**config.mk**
```make
export PLATFORM = sky130hd
export DESIGN_NAME = pip_cell
export DESIGN_NICKNAME = d
export VERILOG_FILES = /design/src/rtl/pip_pkg.sv /design/src/rtl/pip_cell.sv
export SDC_FILE = /design/constraint.sdc
export NUM_CORES = 2
export LEC_CHECK = 0
export ABC_AREA = 0
export ABC_CLOCK_PERIOD_IN_PS = 10850
export BUFFER_PORTS_ARGS = -buffer_cell sky130_fd_sc_hd__buf_2
export CAP_MARGIN = 20
export CELL_PAD_IN_SITES_DETAIL_PLACEMENT = 1
export CELL_PAD_IN_SITES_GLOBAL_PLACEMENT = 1
export CORE_MARGIN = 2
export CORE_UTILIZATION = 40
export DETAILED_ROUTE_END_ITERATION = 16
export PLACE_DENSITY_LB_ADDON = 0.15
export SLEW_MARGIN = 40
export SYNTH_ARGS = -nofsm -noshare
export SYNTH_HDL_FRONTEND = slang
export SYNTH_SLANG_ARGS = --single-unit
```
**constraint.sdc**
```tcl
create_clock -name clk -period 10.85 [get_ports clk]
set_input_delay 2.17 -clock clk [delete_from_list [all_inputs] [get_ports clk]]
set_output_delay 2.17 -clock clk [all_outputs]
set_load 0.005 [all_outputs]
```
**src/rtl/pip_pkg.sv**
```systemverilog
// shared types, constants and helpers for the point-in-polygon tester
package pip_pkg;

    localparam int MAX_VERTICES = 64;
    localparam int COORD_BITS   = 16;
    localparam int IDX_BITS     = $clog2(MAX_VERTICES);
    localparam int COUNT_BITS   = $clog2(MAX_VERTICES + 1);
    localparam int DIFF_BITS    = COORD_BITS + 1;
    localparam int PROD_BITS    = 2 * DIFF_BITS;

    localparam logic [1:0] CMD_CLEAR  = 2'd0;
    localparam logic [1:0] CMD_APPEND = 2'd1;
    localparam logic [1:0] CMD_QUERY  = 2'd2;

    typedef logic [COORD_BITS-1:0] coord_t;

    typedef struct packed {
        logic [1:0] cmd;
        coord_t     coord_x;
        coord_t     coord_y;
    } request_t;

    typedef struct packed {
        logic inside_res;
        logic status;
    } result_t;

    typedef struct packed {
        logic en;
        coord_t x;
        coord_t y;
    } write_t;

    // query token walking down the cell row
    typedef struct packed {
        logic                  valid;
        coord_t                px;
        coord_t                py;
        coord_t                prev_x;
        coord_t                prev_y;
        logic                  parity;
        logic                  pend;
        logic                  den_pos;
        logic [PROD_BITS-1:0]  lhs;
        logic [PROD_BITS-1:0]  rhs;
    } token_t;

    // fold the pending crossing test of the previous edge into the parity
    function automatic logic resolve(token_t t);
        logic crossed;
        if (t.den_pos)
        begin
            crossed = $signed(t.lhs) < $signed(t.rhs);
        end
        else
        begin
            crossed = $signed(t.lhs) > $signed(t.rhs);
        end
        return t.parity ^ (t.pend & crossed);
    endfunction

endpackage

```
**src/rtl/pip_cell.sv**
```systemverilog
// one cell of the vertex row: holds one vertex and tests one edge per token
module pip_cell (
    input  logic                            clk,
    input  logic                            rst_n,
    input  logic [pip_pkg::IDX_BITS-1:0]    idx,
    input  logic [pip_pkg::COUNT_BITS-1:0]  count,
    input  pip_pkg::write_t                 wr,
    input  pip_pkg::token_t                 tok_in,
    output pip_pkg::token_t                 tok_out
);

    pip_pkg::coord_t x_reg;
    pip_pkg::coord_t y_reg;
    pip_pkg::token_t tok_reg;
    pip_pkg::token_t tok_next;
    logic            valid_reg;

    logic hit;
    logic active;
    logic straddle;
    logic near;
    logic signed [pip_pkg::DIFF_BITS-1:0] dx;
    logic signed [pip_pkg::DIFF_BITS-1:0] den;
    logic signed [pip_pkg::DIFF_BITS-1:0] ex;
    logic signed [pip_pkg::DIFF_BITS-1:0] ey;
    logic signed [pip_pkg::PROD_BITS-1:0] lhs;
    logic signed [pip_pkg::PROD_BITS-1:0] rhs;

    assign hit    = count == pip_pkg::COUNT_BITS'(idx);
    assign active = pip_pkg::COUNT_BITS'(idx) < count;

    always_ff @(posedge clk)
    begin
        if (wr.en && hit)
        begin
            x_reg <= wr.x;
            y_reg <= wr.y;
        end
    end

    // edge runs from this vertex (a) to the one before it (b)
    assign dx  = $signed({1'b0, tok_in.prev_x}) - $signed({1'b0, x_reg});
    assign den = $signed({1'b0, tok_in.prev_y}) - $signed({1'b0, y_reg});
    assign ex  = $signed({1'b0, tok_in.px}) - $signed({1'b0, x_reg});
    assign ey  = $signed({1'b0, tok_in.py}) - $signed({1'b0, y_reg});
    assign lhs = pip_pkg::PROD_BITS'(ey) * pip_pkg::PROD_BITS'(dx);
    assign rhs = pip_pkg::PROD_BITS'(ex) * pip_pkg::PROD_BITS'(den);

    assign straddle = (y_reg < tok_in.py && tok_in.prev_y >= tok_in.py) ||
                      (tok_in.prev_y < tok_in.py && y_reg >= tok_in.py);
    assign near     = (x_reg <= tok_in.px) || (tok_in.prev_x <= tok_in.px);

    always_comb
    begin
        tok_next        = tok_in;
        tok_next.parity = pip_pkg::resolve(tok_in);
        tok_next.pend   = 1'b0;
        if (active)
        begin
            tok_next.pend    = straddle & near;
            tok_next.den_pos = tok_in.prev_y > y_reg;
            tok_next.lhs     = lhs;
            tok_next.rhs     = rhs;
            tok_next.prev_x  = x_reg;
            tok_next.prev_y  = y_reg;
        end
    end

    always_ff @(posedge clk or negedge rst_n)
    begin
        if (!rst_n)
        begin
            valid_reg <= 1'b0;
        end
        else
        begin
            valid_reg <= tok_in.valid;
        end
    end

    always_ff @(posedge clk)
    begin
        tok_reg <= tok_next;
    end

    always_comb
    begin
        tok_out       = tok_reg;
        tok_out.valid = valid_reg;
    end

endmodule

```
# After elaboration in Yosys (flattened, before gate mapping)
# Cells that the tools add are included.
[op_classes]
addsub = 4
multipliers = 2
order_cmp = 10
n_eq_ne = 1
n_mux = 3
bitwise_logic = 3
reduce_logical = 5
[op_table]
columns = ["op", "count"]
rows = [
  ["69-bit two-way mux", 1],
  ["17-bit by 17-bit multiplier with 34-bit output", 2],
  ["16-bit by 16-bit subtractor with 17-bit output", 4],
  ["34-bit > comparator", 1],
  ["34-bit < comparator", 1],
  ["16-bit greater-or-equal comparator", 2],
  ["16-bit <= comparator", 2],
  ["16-bit < comparator", 2],
  ["32-bit two-way mux", 1],
  ["16-bit > comparator", 1],
  ["7-bit by 6-bit == test with 1-bit output", 1],
  ["6-bit by 7-bit < comparator with 1-bit output", 1],
  ["1-bit logical AND", 3],
  ["1-bit bitwise AND", 2],
  ["1-bit logical OR", 2],
  ["1-bit two-way mux", 1],
  ["1-bit XOR", 1],
]
[word_totals]
ff_bits = 168
input_bits = 184
out_inout_bits = 136
elab_cells = 40

# Logic depth before layout (Yosys ltp)
[logic_depth]
word_depth = 4
ltp_mapped = 35
mapped_depth_nobuf = 34

# Least setup slack after synthesis
# No wires, ideal clock.
[synth_timing]
path_kind = "input-to-reg"
startpoint = "input tok_in[87] in the netlist's numbering"
endpoint = "register tok_reg, in the netlist tok_out[67]"
t_arrival_ns = 10.114
required_time_ns = 10.776
setup_slack_ns = 0.661
path_stages = 32
path_buffers = 1
cell_sequence = "inv_1 > ha_1 > fa_1 > nor2b_1 > o21ai_0 > a21boi_0 > o21ai_1 > a211oi_1 > nor2_1 > a21boi_0 > xor2_1 > clkbuf_1 > nand2_1 > fa_1 > inv_1 > fa_1 > fa_1 > fa_1 > fa_1 > inv_1 > fa_1 > inv_1 > ha_1 > a21o_1 > a21o_1 > a211oi_1 > nor2_1 > o32a_4 > a221o_1 > o311a_1 > or3_1 > a31oi_1"
[synth_rtl]
columns = ["item", "line_no", "text"]
rows = [
  ["from (decl)", "pip_cell.sv:8", "input pip_pkg::token_t tok_in,"],
  ["to (signal assigned)", "pip_cell.sv:83", "tok_reg <= tok_next;"],
  ["to (decl)", "pip_cell.sv:14", "pip_pkg::token_t tok_reg;"],
]

==> results.py <==
metrics = {
    "grt": {
        "grt_usage_pct": 29.3,
        "gr-total-overflow": 0,
        "grt_pass1_vias": 27808,
        "grt_first_pass_wirelength_um": 172000,
        "grt.busiest_layer": "met2",
        "met1_usage_pct": 41.3,
        "met2_usage_pct": 45.8,
        "antenna_found_initial": 4,
        "grt_max_degree": 83,
        "grt.met3_usage_pct": 5.65,
    },
    "clocking": {
        "tritoncts": "done",
        "h-tree-depth": 4,
        "root_buffer": "clkbuf_16",
        "clk_path_buf_depth": 2,
        "cts_hold_buf": 0,
        "clk_pin_slew_worst_paths_ns": 0.10,
        "numCtsBuffers": 17,
        "clock_latency_ns": 0.54,
        "clock_sinks": 168,
        "post-cts-setup-buffer-count": 0,
    },
    "setup_path": {
        "crit_arrival_ns": 10.76,
        "startpoint": "tok_in[103]",
        "cp_slowest_stage_delay_ns": 0.53,
        "r2r-start": "y_reg[1]",
        "required_ns": 11.32,
        "crit_path_frequent_cell": "fa_1",
        "criticalPathCategory": "in -> reg",
        "crit_slowest_cell": "fa_1",
        "crit_fanout": 6,
        "cp-start-kind": "input port",
        "cp-end-kind": "flip-flop",
    },
    "routing": {
        "wirelength_um": 114000,
        "via_per_inst": 5.19,
        "first_pass_iters": 7,
        "antenna_left": 0,
        "wire_per_inst_um": 23.0,
        "drt-initial-drc-count": 1679,
        "drc": 0,
        "vias": 25621,
    },
    "sta": {
        "maxSlewViolCount": 0,
        "skew_ns": 0.0387,
        "setup_viol": 0,
        "timing.fmax_mhz": 97.1,
        "worst_pin_slew_ns": 0.809,
        "slew_headroom_pct": 44.7,
        "period_share_pct": 94.9,
        "rsz0062_at_grt": "false",
        "hold_viol_final": 0,
        "fin_crit_ns": 10.30,
    },
    "yosys": {
        "synth_edf_count": 32,
        "async_reset_ff_share_pct": 0.595,
        "yosys-top-cells-area": "fa_1 39%, ha_1 12%, inv_1 8.9%",
        "synth_area_per_cell_um2": 8.89,
        "synth_most_common_cell": "inv_1",
        "synth-seq-cells": 168,
        "synthesis.area_um2": 31000,
        "yosys.area.top_type": "fa_1",
        "netlist.area_leader.share_pct": 38.6,
        "yosys_warnings": 0,
        "syn_inst": 3485,
        "syn_nets": 4573,
        "synth_cell_type_count": 74,
        "synth_commonest_cells": "735 x inv_1, 598 x fa_1, 411 x nand2_1, 346 x nor2_1, 306 x ha_1",
        "ys.flop_type": "dfxtp_1",
        "yosysSeqAreaShare_pct": 11.9,
    },
    "layout": {
        "drive_above_1_share_pct": 13.9,
        "area_growth_pct": 14.3,
        "stdcell_count": 4936,
        "multiInputGateArea_um2": 24300,
        "nFillCells": 9226,
        "largest_reg_flops": 135,
        "ff_latch_area_um2": 3690,
        "nets": 4970,
    },
    "die": {
        "die_w_um": 282,
        "die_height_um": 282,
        "core_area_um2": 77100,
        "initial_core_util_pct": 40.2,
        "num_rows": 102,
        "fp.dieArea_um2": 79700,
        "pin_count": 320,
    },
    "placement": {
        "place_hpwl_um": 98400,
        "gp_congestion": 0.910,
        "numPlacedInstances": 4903,
        "portBuffers": 319,
    },
    "min_path": {
        "min-delay-start": "x_reg[5]",
        "hp-class": "reg -> reg",
    },
    "status": {
        "outcome": "finished clean",
    },
    "job": {
        "drv_cap": 0,
    },
}
==> cells in the final DEF, fill, tap and decap left out, types with 58 or more instances in the layout <==
| master | netlist | final |
|---|---|---|
| a21o_1 | 66 | 66 |
| a21oi_1 | 85 | 85 |
| buf_2 | 2 | 319 |
| buf_4 | 1 | 144 |
| dfxtp_1 | 135 | 135 |
| fa_1 | 598 | 596 |
| ha_1 | 306 | 306 |
| inv_1 | 735 | 735 |
| nand2_1 | 411 | 411 |
| nor2_1 | 346 | 344 |
| o21ai_0 | 157 | 157 |
| xnor2_1 | 79 | 74 |
| xor2_1 | 60 | 58 |
==> path summary, 6_finish.rpt <==
| kind | end | slack (ns) | depth (start not counted) |
|---|---|---|---|
| min in group asynchronous | valid_reg | 1.41 | 1 |
| min | tok_out[92] | 0.64 | 2 |
| max in group asynchronous | valid_reg | 9.36 | 1 |
| max | tok_out[67] | 0.55 | 33 |
| max reg2reg | tok_out[30] | 1.80 | 32 |
| min reg2reg | tok_out[92] | 0.64 | 2 |
==> logic make-up after synthesis <==
| group | synth area share (%) |
|---|---|
| buf+inv | 10.0 |
| flops | 11.9 |
| xor+xnor | 3.93 |
| mux | 0.133 |
| compound gates | 9.11 |
| simple gates | 13.9 |
| fa+ha+maj | 51.0 |
==> timing repair <==
item,CTS,global route
endpoints found under the setup margin,0,1
hold endpoints to repair,0,0
resized for setup,0,1
==> metrics by stage <==
stage	hold slack [ns]	setup WS [ns]	utilization, %	cell area (um^2)	setup TNS [ns]
2_1_floorplan	0.502	0.661	-	31000	0
3_3_place_gp	0.590	0.117	45.1	34700	0
3_5_place_dp	0.609	-0.00822	45.1	34800	-0.00822
4_1_cts	0.633	0.557	45.9	35400	0
5_1_grt	0.666	0.0643	45.9	35400	0
6_report	0.640	0.552	46.0	35400	0
==> cell type report <==
type / count / share of cell area (%)
inverter: 735 / 7.79
clock buffer: 17 / 1.20
multi-input combinational: 2493 / 68.6
clock inverter: 15 / 0.555
antenna: 1 / 0.00706
tap: 1040 / 3.67
timing repair buffer: 467 / 7.79
sequential: 168 / 10.4
==> routing by layer <==
layer	wire length, um	part of all wire, %	vias to the layer above
li1	-	-	11571
met1	52300	46	13139
met2	50000	44	804
met3	8150	7.2	103
met4	3020	2.7	4
met5	26	0.023	-
==> critical path: cells and delay by family <==
kind                       cells  cell delay [ns]
buffers and inverters          6             0.57
and+or+nand+nor                6             1.04
AOI/OAI and AO/OA             12             2.94
adders and majority gates      9             4.05
Power is not shown: default switching activity piles up to over one toggle a cycle in this logic, so the estimate is an artifact.
